`src/design/dacplc_pkg.sv`:
```
package dacplc_pkg;

  localparam int unsigned NUM_CHANNELS = 3;
  localparam int unsigned NUM_POINTS   = 13;
  localparam int unsigned MEM_DEPTH    = NUM_CHANNELS * NUM_POINTS;
  localparam int unsigned ADDR_W       = $clog2(MEM_DEPTH);

  localparam int unsigned CODE_W  = 12;
  localparam int unsigned MV_W    = 13;
  localparam int unsigned ENTRY_W = CODE_W + MV_W;

  localparam logic [CODE_W-1:0] CODE_MAX      = 12'd4095;
  localparam logic [MV_W-1:0]   TARGET_MAX_MV = 13'd5000;

  localparam logic [3:0] DIV_LAST = 4'd13;

  localparam int unsigned UPC_W = 4;

  localparam logic [UPC_W-1:0] UPC_IDLE     = 4'd0;
  localparam logic [UPC_W-1:0] UPC_DISPATCH = 4'd1;
  localparam logic [UPC_W-1:0] UPC_RD_FIRST = 4'd2;
  localparam logic [UPC_W-1:0] UPC_SEARCH   = 4'd3;
  localparam logic [UPC_W-1:0] UPC_RD_LO    = 4'd4;
  localparam logic [UPC_W-1:0] UPC_LATCH_LO = 4'd5;
  localparam logic [UPC_W-1:0] UPC_DIFF     = 4'd6;
  localparam logic [UPC_W-1:0] UPC_MUL      = 4'd7;
  localparam logic [UPC_W-1:0] UPC_DIV_INIT = 4'd8;
  localparam logic [UPC_W-1:0] UPC_DIV_STEP = 4'd9;
  localparam logic [UPC_W-1:0] UPC_FINISH   = 4'd10;
  localparam logic [UPC_W-1:0] UPC_ZERO     = 4'd11;

  typedef enum logic [3:0] {
    ACT_NONE,
    ACT_RD_FIRST,
    ACT_SEARCH,
    ACT_RD_LO,
    ACT_LATCH_LO,
    ACT_DIFF,
    ACT_MUL,
    ACT_DIV_INIT,
    ACT_DIV_STEP,
    ACT_FINISH,
    ACT_ZERO
  } act_e;

  typedef enum logic [2:0] {
    COND_NEVER,
    COND_ALWAYS,
    COND_NO_START,
    COND_LOAD_OR_BAD,
    COND_NOT_FOUND,
    COND_DEN_ZERO,
    COND_DIV_MORE
  } cond_e;

  typedef struct packed {
    act_e             act;
    cond_e            cond;
    logic [UPC_W-1:0] target;
  } ucode_t;

  function automatic ucode_t ucode_rom(input logic [UPC_W-1:0] upc);
    ucode_t w;
    case (upc)
      UPC_IDLE:     w = '{act: ACT_NONE,     cond: COND_NO_START,    target: UPC_IDLE};
      UPC_DISPATCH: w = '{act: ACT_NONE,     cond: COND_LOAD_OR_BAD, target: UPC_ZERO};
      UPC_RD_FIRST: w = '{act: ACT_RD_FIRST, cond: COND_NEVER,       target: UPC_IDLE};
      UPC_SEARCH:   w = '{act: ACT_SEARCH,   cond: COND_NOT_FOUND,   target: UPC_SEARCH};
      UPC_RD_LO:    w = '{act: ACT_RD_LO,    cond: COND_NEVER,       target: UPC_IDLE};
      UPC_LATCH_LO: w = '{act: ACT_LATCH_LO, cond: COND_NEVER,       target: UPC_IDLE};
      UPC_DIFF:     w = '{act: ACT_DIFF,     cond: COND_DEN_ZERO,    target: UPC_FINISH};
      UPC_MUL:      w = '{act: ACT_MUL,      cond: COND_NEVER,       target: UPC_IDLE};
      UPC_DIV_INIT: w = '{act: ACT_DIV_INIT, cond: COND_NEVER,       target: UPC_IDLE};
      UPC_DIV_STEP: w = '{act: ACT_DIV_STEP, cond: COND_DIV_MORE,    target: UPC_DIV_STEP};
      UPC_FINISH:   w = '{act: ACT_FINISH,   cond: COND_ALWAYS,      target: UPC_IDLE};
      UPC_ZERO:     w = '{act: ACT_ZERO,     cond: COND_ALWAYS,      target: UPC_IDLE};
      default:      w = '{act: ACT_NONE,     cond: COND_ALWAYS,      target: UPC_IDLE};
    endcase
    return w;
  endfunction

endpackage

```
`src/design/dacplc_ram.sv`:
```
module dacplc_ram #(
  parameter int unsigned WIDTH = 8,
  parameter int unsigned DEPTH = 16
) (
  input  logic                     clk_i,
  input  logic                     we_i,
  input  logic [$clog2(DEPTH)-1:0] waddr_i,
  input  logic [WIDTH-1:0]         wdata_i,
  input  logic                     re_i,
  input  logic [$clog2(DEPTH)-1:0] raddr_i,
  output logic [WIDTH-1:0]         rdata_o
);

  logic [WIDTH-1:0] mem_q [DEPTH];
  logic [WIDTH-1:0] rdata_q;

  always_ff @(posedge clk_i) begin
    if (we_i) begin
      mem_q[waddr_i] <= wdata_i;
    end
    if (re_i) begin
      rdata_q <= mem_q[raddr_i];
    end
  end

  assign rdata_o = rdata_q;

endmodule

```
`src/design/dac_piecewise_linear_calibration_core.sv`:
```
// A transaction is accepted on a clock edge with start high and busy low; every transaction
// returns exactly one result, shown on dac_code_o, segment_o and saturated_o for the single
// cycle in which done_o is high, so the receiver must capture it in that cycle. A load, and a
// convert on an unknown channel, pass from dispatch straight to the zero-result step. A convert
// is busy through the segment search, which reads one breakpoint per cycle through the single
// read port of the table memory, and through the radix-4 divider, which forms the rounded
// quotient; when the segment has a zero voltage span, the multiply and divide are skipped.
// The result strobe rises at the clock edge at which busy falls, and the next transaction may
// be accepted in that cycle.
module dac_piecewise_linear_calibration_core (
  input  logic               clk_i,
  input  logic               rst_ni,
  input  logic               start,
  output logic               busy,
  input  logic               op_i,
  input  logic [1:0]         channel_i,
  input  logic [3:0]         point_index_i,
  input  logic [11:0]        point_code_i,
  input  logic [12:0]        point_mv_i,
  input  logic signed [15:0] target_mv_i,
  output logic [11:0]        dac_code_o,
  output logic [3:0]         segment_o,
  output logic               saturated_o,
  output logic               done_o
);

  localparam int unsigned AW = dacplc_pkg::ADDR_W;

  logic [dacplc_pkg::UPC_W-1:0] upc_q, upc_d;
  dacplc_pkg::ucode_t           uword;
  logic                         accept;
  logic                         cond_hit;

  logic        op_q;
  logic [1:0]  ch_q;
  logic [3:0]  slot_q;
  logic [11:0] pcode_q;
  logic [12:0] pmv_q;
  logic [12:0] t_q, t_d;

  logic [3:0]  seg_q, seg_d;
  logic [11:0] c0_q, c0_d, c1_q, c1_d;
  logic [12:0] v0_q, v0_d, v1_q, v1_d;
  logic signed [12:0] dc_q, dc_d;
  logic signed [13:0] dv_q, dv_d;
  logic [12:0] den_q, den_d;
  logic signed [26:0] num_q, num_d;
  logic        neg_q, neg_d;
  logic [27:0] dvd_q, dvd_d;
  logic [13:0] rem_q, rem_d;
  logic [3:0]  cnt_q, cnt_d;

  logic [11:0] dac_code_q, dac_code_d;
  logic [3:0]  segment_q, segment_d;
  logic        saturated_q, saturated_d;
  logic        done_q, done_d;

  logic          ch_ok, slot_ok, seg_last, found;
  logic [AW-1:0] base, seg_a;
  logic          ram_we, ram_re;
  logic [AW-1:0] ram_waddr, ram_raddr;
  logic [dacplc_pkg::ENTRY_W-1:0] ram_rdata;
  logic [11:0]   rd_code;
  logic [12:0]   rd_mv;

  logic [13:0] den_full, dv_full;
  logic [12:0] dc_full;
  logic        den_neg, den_zero;
  logic [27:0] x_full;
  logic [13:0] dsr;
  logic [13:0] div_rem;
  logic [27:0] div_dvd;
  logic [28:0] q_full;
  logic [29:0] val_full;

  assign busy   = (upc_q != dacplc_pkg::UPC_IDLE);
  assign accept = start && !busy;
  assign uword  = dacplc_pkg::ucode_rom(upc_q);

  assign ch_ok    = (32'(ch_q) < dacplc_pkg::NUM_CHANNELS);
  assign slot_ok  = (32'(slot_q) < dacplc_pkg::NUM_POINTS);
  assign seg_last = (32'(seg_q) == dacplc_pkg::NUM_POINTS - 2);
  assign rd_code  = ram_rdata[dacplc_pkg::MV_W +: dacplc_pkg::CODE_W];
  assign rd_mv    = ram_rdata[0 +: dacplc_pkg::MV_W];
  assign found    = (t_q < rd_mv) || seg_last;

  assign base  = AW'(ch_q) * AW'(dacplc_pkg::NUM_POINTS);
  assign seg_a = AW'(seg_q);

  assign den_full = {1'b0, v1_q} - {1'b0, v0_q};
  assign dv_full  = {1'b0, t_q} - {1'b0, v0_q};
  assign dc_full  = {1'b0, c1_q} - {1'b0, c0_q};
  assign den_neg  = den_full[13];
  assign den_zero = (den_full == 14'd0);

  assign x_full = {num_q, 1'b0} + {15'd0, den_q};
  assign dsr    = {den_q, 1'b0};

  assign q_full   = neg_q ? ~{1'b0, dvd_q} : {1'b0, dvd_q};
  assign val_full = {18'd0, c0_q} + {q_full[28], q_full};

  always_comb begin
    logic [14:0] trial;
    div_rem = rem_q;
    div_dvd = dvd_q;
    for (int i = 0; i < 2; i++) begin
      trial   = {div_rem, div_dvd[27]};
      div_dvd = {div_dvd[26:0], 1'b0};
      if (trial >= {1'b0, dsr}) begin
        div_rem    = 14'(trial - {1'b0, dsr});
        div_dvd[0] = 1'b1;
      end else begin
        div_rem = trial[13:0];
      end
    end
  end

  always_comb begin
    case (uword.cond)
      dacplc_pkg::COND_NEVER:       cond_hit = 1'b0;
      dacplc_pkg::COND_ALWAYS:      cond_hit = 1'b1;
      dacplc_pkg::COND_NO_START:    cond_hit = !start;
      dacplc_pkg::COND_LOAD_OR_BAD: cond_hit = op_q || !ch_ok;
      dacplc_pkg::COND_NOT_FOUND:   cond_hit = !found;
      dacplc_pkg::COND_DEN_ZERO:    cond_hit = den_zero;
      dacplc_pkg::COND_DIV_MORE:    cond_hit = (cnt_q != dacplc_pkg::DIV_LAST);
      default:                      cond_hit = 1'b0;
    endcase
    upc_d = cond_hit ? uword.target : upc_q + 4'd1;
  end

  always_comb begin
    t_d         = t_q;
    seg_d       = seg_q;
    c0_d        = c0_q;
    c1_d        = c1_q;
    v0_d        = v0_q;
    v1_d        = v1_q;
    dc_d        = dc_q;
    dv_d        = dv_q;
    den_d       = den_q;
    num_d       = num_q;
    neg_d       = neg_q;
    dvd_d       = dvd_q;
    rem_d       = rem_q;
    cnt_d       = cnt_q;
    dac_code_d  = dac_code_q;
    segment_d   = segment_q;
    saturated_d = saturated_q;
    done_d      = 1'b0;
    ram_we      = 1'b0;
    ram_re      = 1'b0;
    ram_raddr   = base + seg_a;
    ram_waddr   = base + AW'(slot_q);

    if (accept) begin
      seg_d = 4'd0;
      if (target_mv_i[15]) begin
        t_d = 13'd0;
      end else if (target_mv_i > $signed({3'b000, dacplc_pkg::TARGET_MAX_MV})) begin
        t_d = dacplc_pkg::TARGET_MAX_MV;
      end else begin
        t_d = target_mv_i[12:0];
      end
    end

    case (uword.act)
      dacplc_pkg::ACT_NONE: begin
      end
      dacplc_pkg::ACT_RD_FIRST: begin
        ram_re    = 1'b1;
        ram_raddr = base + seg_a + AW'(1);
      end
      dacplc_pkg::ACT_SEARCH: begin
        c1_d = rd_code;
        v1_d = rd_mv;
        if (!found) begin
          seg_d     = seg_q + 4'd1;
          ram_re    = 1'b1;
          ram_raddr = base + seg_a + AW'(2);
        end
      end
      dacplc_pkg::ACT_RD_LO: begin
        ram_re = 1'b1;
      end
      dacplc_pkg::ACT_LATCH_LO: begin
        c0_d = rd_code;
        v0_d = rd_mv;
      end
      dacplc_pkg::ACT_DIFF: begin
        dc_d  = dc_full;
        den_d = den_neg ? 13'(-den_full) : den_full[12:0];
        dv_d  = den_neg ? -dv_full : dv_full;
        neg_d = 1'b0;
        dvd_d = 28'd0;
      end
      dacplc_pkg::ACT_MUL: begin
        num_d = dc_q * dv_q;
      end
      dacplc_pkg::ACT_DIV_INIT: begin
        neg_d = x_full[27];
        dvd_d = x_full[27] ? ~x_full : x_full;
        rem_d = 14'd0;
        cnt_d = 4'd0;
      end
      dacplc_pkg::ACT_DIV_STEP: begin
        dvd_d = div_dvd;
        rem_d = div_rem;
        cnt_d = cnt_q + 4'd1;
      end
      dacplc_pkg::ACT_FINISH: begin
        done_d    = 1'b1;
        segment_d = seg_q;
        if (val_full[29]) begin
          dac_code_d  = 12'd0;
          saturated_d = 1'b1;
        end else if (val_full[28:0] > {17'd0, dacplc_pkg::CODE_MAX}) begin
          dac_code_d  = dacplc_pkg::CODE_MAX;
          saturated_d = 1'b1;
        end else begin
          dac_code_d  = val_full[11:0];
          saturated_d = 1'b0;
        end
      end
      dacplc_pkg::ACT_ZERO: begin
        done_d      = 1'b1;
        dac_code_d  = 12'd0;
        segment_d   = 4'd0;
        saturated_d = 1'b0;
        ram_we      = op_q && ch_ok && slot_ok;
      end
      default: begin
      end
    endcase
  end

  always_ff @(posedge clk_i or negedge rst_ni) begin
    if (!rst_ni) begin
      upc_q       <= dacplc_pkg::UPC_IDLE;
      cnt_q       <= 4'd0;
      done_q      <= 1'b0;
      dac_code_q  <= 12'd0;
      segment_q   <= 4'd0;
      saturated_q <= 1'b0;
    end else begin
      upc_q       <= upc_d;
      cnt_q       <= cnt_d;
      done_q      <= done_d;
      dac_code_q  <= dac_code_d;
      segment_q   <= segment_d;
      saturated_q <= saturated_d;
    end
  end

  always_ff @(posedge clk_i) begin
    if (accept) begin
      op_q    <= op_i;
      ch_q    <= channel_i;
      slot_q  <= point_index_i;
      pcode_q <= point_code_i;
      pmv_q   <= point_mv_i;
    end
    t_q   <= t_d;
    seg_q <= seg_d;
    c0_q  <= c0_d;
    c1_q  <= c1_d;
    v0_q  <= v0_d;
    v1_q  <= v1_d;
    dc_q  <= dc_d;
    dv_q  <= dv_d;
    den_q <= den_d;
    num_q <= num_d;
    neg_q <= neg_d;
    dvd_q <= dvd_d;
    rem_q <= rem_d;
  end

  dacplc_ram #(
    .WIDTH(dacplc_pkg::ENTRY_W),
    .DEPTH(dacplc_pkg::MEM_DEPTH)
  ) u_table (
    .clk_i  (clk_i),
    .we_i   (ram_we),
    .waddr_i(ram_waddr),
    .wdata_i({pcode_q, pmv_q}),
    .re_i   (ram_re),
    .raddr_i(ram_raddr),
    .rdata_o(ram_rdata)
  );

  assign dac_code_o  = dac_code_q;
  assign segment_o   = segment_q;
  assign saturated_o = saturated_q;
  assign done_o      = done_q;

endmodule
```
`config.mk`:
```
export PLATFORM = sky130hd
export DESIGN_NAME = dac_piecewise_linear_calibration_core
export DESIGN_NICKNAME = d
export VERILOG_FILES = /design/src/design/dacplc_pkg.sv /design/src/design/dacplc_ram.sv /design/src/design/dac_piecewise_linear_calibration_core.sv
export SDC_FILE = /design/constraint.sdc
export NUM_CORES = 2
export LEC_CHECK = 0
export ABC_AREA = 1
export BUFFER_PORTS_ARGS = -buffer_cell sky130_fd_sc_hd__buf_4
export CAP_MARGIN = 20
export CORE_ASPECT_RATIO = 1.5
export CORE_UTILIZATION = 40
export CTS_CLUSTER_DIAMETER = 80
export CTS_CLUSTER_SIZE = 10
export DETAILED_ROUTE_END_ITERATION = 12
export MAX_ROUTING_LAYER = met4
export PLACE_DENSITY = 0.51
export SLEW_MARGIN = 10
export SYNTH_ARGS = -nofsm -noshare
export SYNTH_HDL_FRONTEND = slang
export SYNTH_HIERARCHICAL = 1
export SYNTH_SLANG_ARGS = --single-unit
```
`constraint.sdc`:
```
create_clock -name clk_i -period 11.6 [get_ports clk_i]
set_clock_uncertainty 0.15 [all_clocks]
set_input_delay 1.16 -clock clk_i [delete_from_list [all_inputs] [get_ports clk_i]]
set_output_delay 1.16 -clock clk_i [all_outputs]
set_load 0.02 [all_outputs]
```
==> results.txt <==
* Top_reg_cell synth: edfxtp_1
- After synthesis, the share of flip-flops with an asynchronous set or reset is 0.0211.
- Overall via count from detail_route: 42092
- Number of fill cells: 14481
* Measured slew at the worst slew-check pin: 1.15 ns
* Antenna viol nets, final: 0
- Die X-Extent: 325 um
* Post-CTS resize count: 0
- The floorplan step defined a core boundary enclosing 155000 um^2.
- Routability cong.: 0.896
- Leaving out fill and tap cells, the most frequent cell in the layout is nand2_1.
- Critical path peak fanout: 13
- Dividing the detail-routed wire length by the instance count gives 22.1 um.
- Net count of the mapped netlist: 6407
* DRC Markers: 0
- Worst Path Class, Setup: register to register
- Number of post-CTS setup repair buffers: 0
* Area added between synthesis and finish: 10.8%
- Data on the critical path arrives at its endpoint at 6.77 ns.
- In this run, the number of DRC markers left after iteration 0 of detailed routing was 2647.
- Maximum Capacitance Violations: 0
* Core Rows: 177
* Number of port buffers: 69
- For the worst flop-to-flop path, the logic depth is 20.
- Setup violations remaining at the end of the flow were counted as 0.
* Critical path launch point type: register
* CTS buffer count: 142
* Global-route wire length before repair: 269000 um
* Maximum number of pins on one net before global-route repair: 157
* Required time worst endpoint: 11.97 ns
- In the finished design, the share of the clock period the worst path needs comes to 0.552.
* Share of the yosys chip area belonging to registers: 0.589
* Number of buffers inserted by hold repair at cts: 0
- The total overflow left after global routing is 0.
* First drt pass iteration count: 5
- Minimum period implied by the final worst setup slack: 6.41 ns
- Setup repair after global routing left no endpoint under its margin.
* Startpoint of the worst setup timing path: dv_q[0]$_DFFE_PP_
* Synthesized netlist cell count: 5982
- Initial antenna violation count: 3
- Overall routed net length: 179000 um
* Die Area: 158000 um^2
* Yosys warning total: 6
- The clock drives 1235 sinks.
- On the final layout, the worst hold slack is 0.165 ns.
- The number of pins with negative max-slew slack in the final report was 0.
- The number of hold violations in the final report was 0.
* CTS root buf: clkbuf_16
* Number of H-tree levels: 4
- Register bit total from synthesis: 1235
- Measured against its own limit, the worst slew margin works out to 0.235.
- Y dimension of the die: 487 um
- Number of distinct library cell variants in the gate-level netlist after synthesis: 56
- The clock passes through at most 3 buffers.
- Dividing the synthesized area by the synthesized cell count gives 10.5 um^2.
- Reg-to-reg setup timing slack: 5.19 ns
- Max Clock Freq: 156 MHz
* Status: finished, final reports clean
- Skew-Pair Late Insertion Delay: 0.78 ns
* Netlist Area Pre-Place: 62700 um^2
* Placed wire-length estimate: 116000 um
* Critical register-to-register path endpoint: num_q[21]$_DFFE_PN_
- All-Layer GR Usage: 0.235
- For this configuration, the core starts out at a cell density of 0.404.
- Leaving out fill and tap cells, the most frequent cells in the layout are 1739 x nand2_1, 1205 x edfxtp_1, 803 x nand3_1.
- Worst reg2reg startpoint: dv_q[0]$_DFFE_PP_
* Number of flops mapped to enable cells by yosys: 1205
* Tightest Hold Check Type: input port to async pin
- Critical Path Sink Type: register
- Vias in the first global route: 42608
- TritonCTS clock tree: done
- Clock slew at the register clock pins of the worst setup and hold paths: 0.06 ns
- Fraction of layout cells with a size suffix above 1: 0.0683
- Aggregate negative setup slack: 0 ns
- The critical path ends at num_q[21]$_DFFE_PN_.
- Total number of nets in the final design: 6448
* Post-detailed-route via-to-cell ratio: 5.19
* Number of placed I/O pins: 70
-- worst max-delay path, cell delays in order, from the launching register on --
cell	delay, ns
edfxtp_1	0.63
or2_2	0.41
fa_1	0.51
fa_1	0.55
inv_1	0.06
fa_1	0.54
fa_1	0.53
fa_1	0.58
fa_1	0.43
ha_1	0.39
nand2_1	0.09
inv_1	0.06
nand3_1	0.05
o21ai_0	0.30
a21oi_1	0.11
o21bai_1	0.29
nand3_1	0.12
nand2_1	0.15
nand2_1	0.09
nand3_1	0.08
nand2_1	0.05
-- logic make-up after synthesis --
| family | share of synthesized area |
|---|---|
| AO/OA/AOI/OAI | 0.0370 |
| adder cells (fa/ha/maj) | 0.0965 |
| buffers and inverters | 0.0555 |
| AND/OR/NAND/NOR | 0.200 |
| flip-flops | 0.589 |
| XOR/XNOR | 0.0222 |
-- sequential cells by signal, indices dropped and copies added, names as in the netlist, 12 cells and up --
signal / count
c0_q: 12
num_q: 27
v0_q: 13
dac_code_o: 12
c1_q: 12
dc_q: 13
den_q: 13
rem_q: 14
pcode_q: 12
v1_q: 13
t_q: 13
dvd_q: 28
u_table/mem_q: 975
u_table/rdata_o: 25
dv_q: 14
pmv_q: 13
-- stage by stage --
stage / worst slack, ns / utilization / area, um^2 / std cells
2_1_floorplan: 5.76 / - / 62700 / 5982
3_3_place_gp: 5.22 / 0.421 / 65400 / 7931
3_5_place_dp: 5.15 / 0.422 / 65500 / 7933
4_1_cts: 5.13 / 0.447 / 69300 / 8102
5_1_grt: 4.82 / 0.447 / 69400 / 8107
6_report: 5.19 / 0.447 / 69400 / 8107
-- routing by layer --
metal / GRT usage / up-vias / part of all wire
met2: 0.432 / 808 / 0.54
met5: - / - / 0
met4: 0.101 / 0 / 0.046
li1: - / 20177 / -
met1: 0.254 / 20820 / 0.38
met3: 0.0277 / 287 / 0.034
-- worst min path at each step --
stage | cells after the start | to | from
after floorplan | 0 | c0_q[0]$_DFFE_PN_ | u_table/rdata_o[13]$_DFFE_PP_
after global placement | 0 | c0_q[0]$_DFFE_PN_ | u_table/rdata_o[13]$_DFFE_PP_
after detailed placement | 0 | c1_q[7]$_DFFE_PP_ | u_table/rdata_o[20]$_DFFE_PP_
after CTS | 1 | segment_o[0]$_DFFE_PN0P_ | rst_ni
after global routing | 1 | cnt_q[0]$_DFFE_PN0P_ | rst_ni
final | 1 | cnt_q[0]$_DFFE_PN0P_ | rst_ni
-- cells in the mapped netlist, drive strengths merged, types with 26 or more instances --
library cell	n	share of area
buf	149	0.016
nor2	322	0.020
xor2	97	0.014
xnor2	59	0.0085
nand3	804	0.064
a21oi	145	0.012
nor3	31	0.0026
dfrtp	26	0.010
o211ai	29	0.0035
edfxtp	1205	0.58
nand4	42	0.0042
inv	549	0.033
nand2	1750	0.11
fa	182	0.058
o21ai	190	0.015
clkbuf	114	0.0068
ha	192	0.038
-- final cells by class --
cell class                 count  area [um^2]  area share
antenna                        1         2.50   0.0000361
clock buffer                 156         3670      0.0529
clock inverter                13          190     0.00274
inverter                     551         2090      0.0302
multi-input combinational   3933        22600       0.326
sequential                  1235        36900       0.532
tap                         2058         2570      0.0371
timing repair buffer         160         1350      0.0195
Power is not shown: default switching activity piles up to over one toggle a cycle in this logic, so the estimate is an artifact.
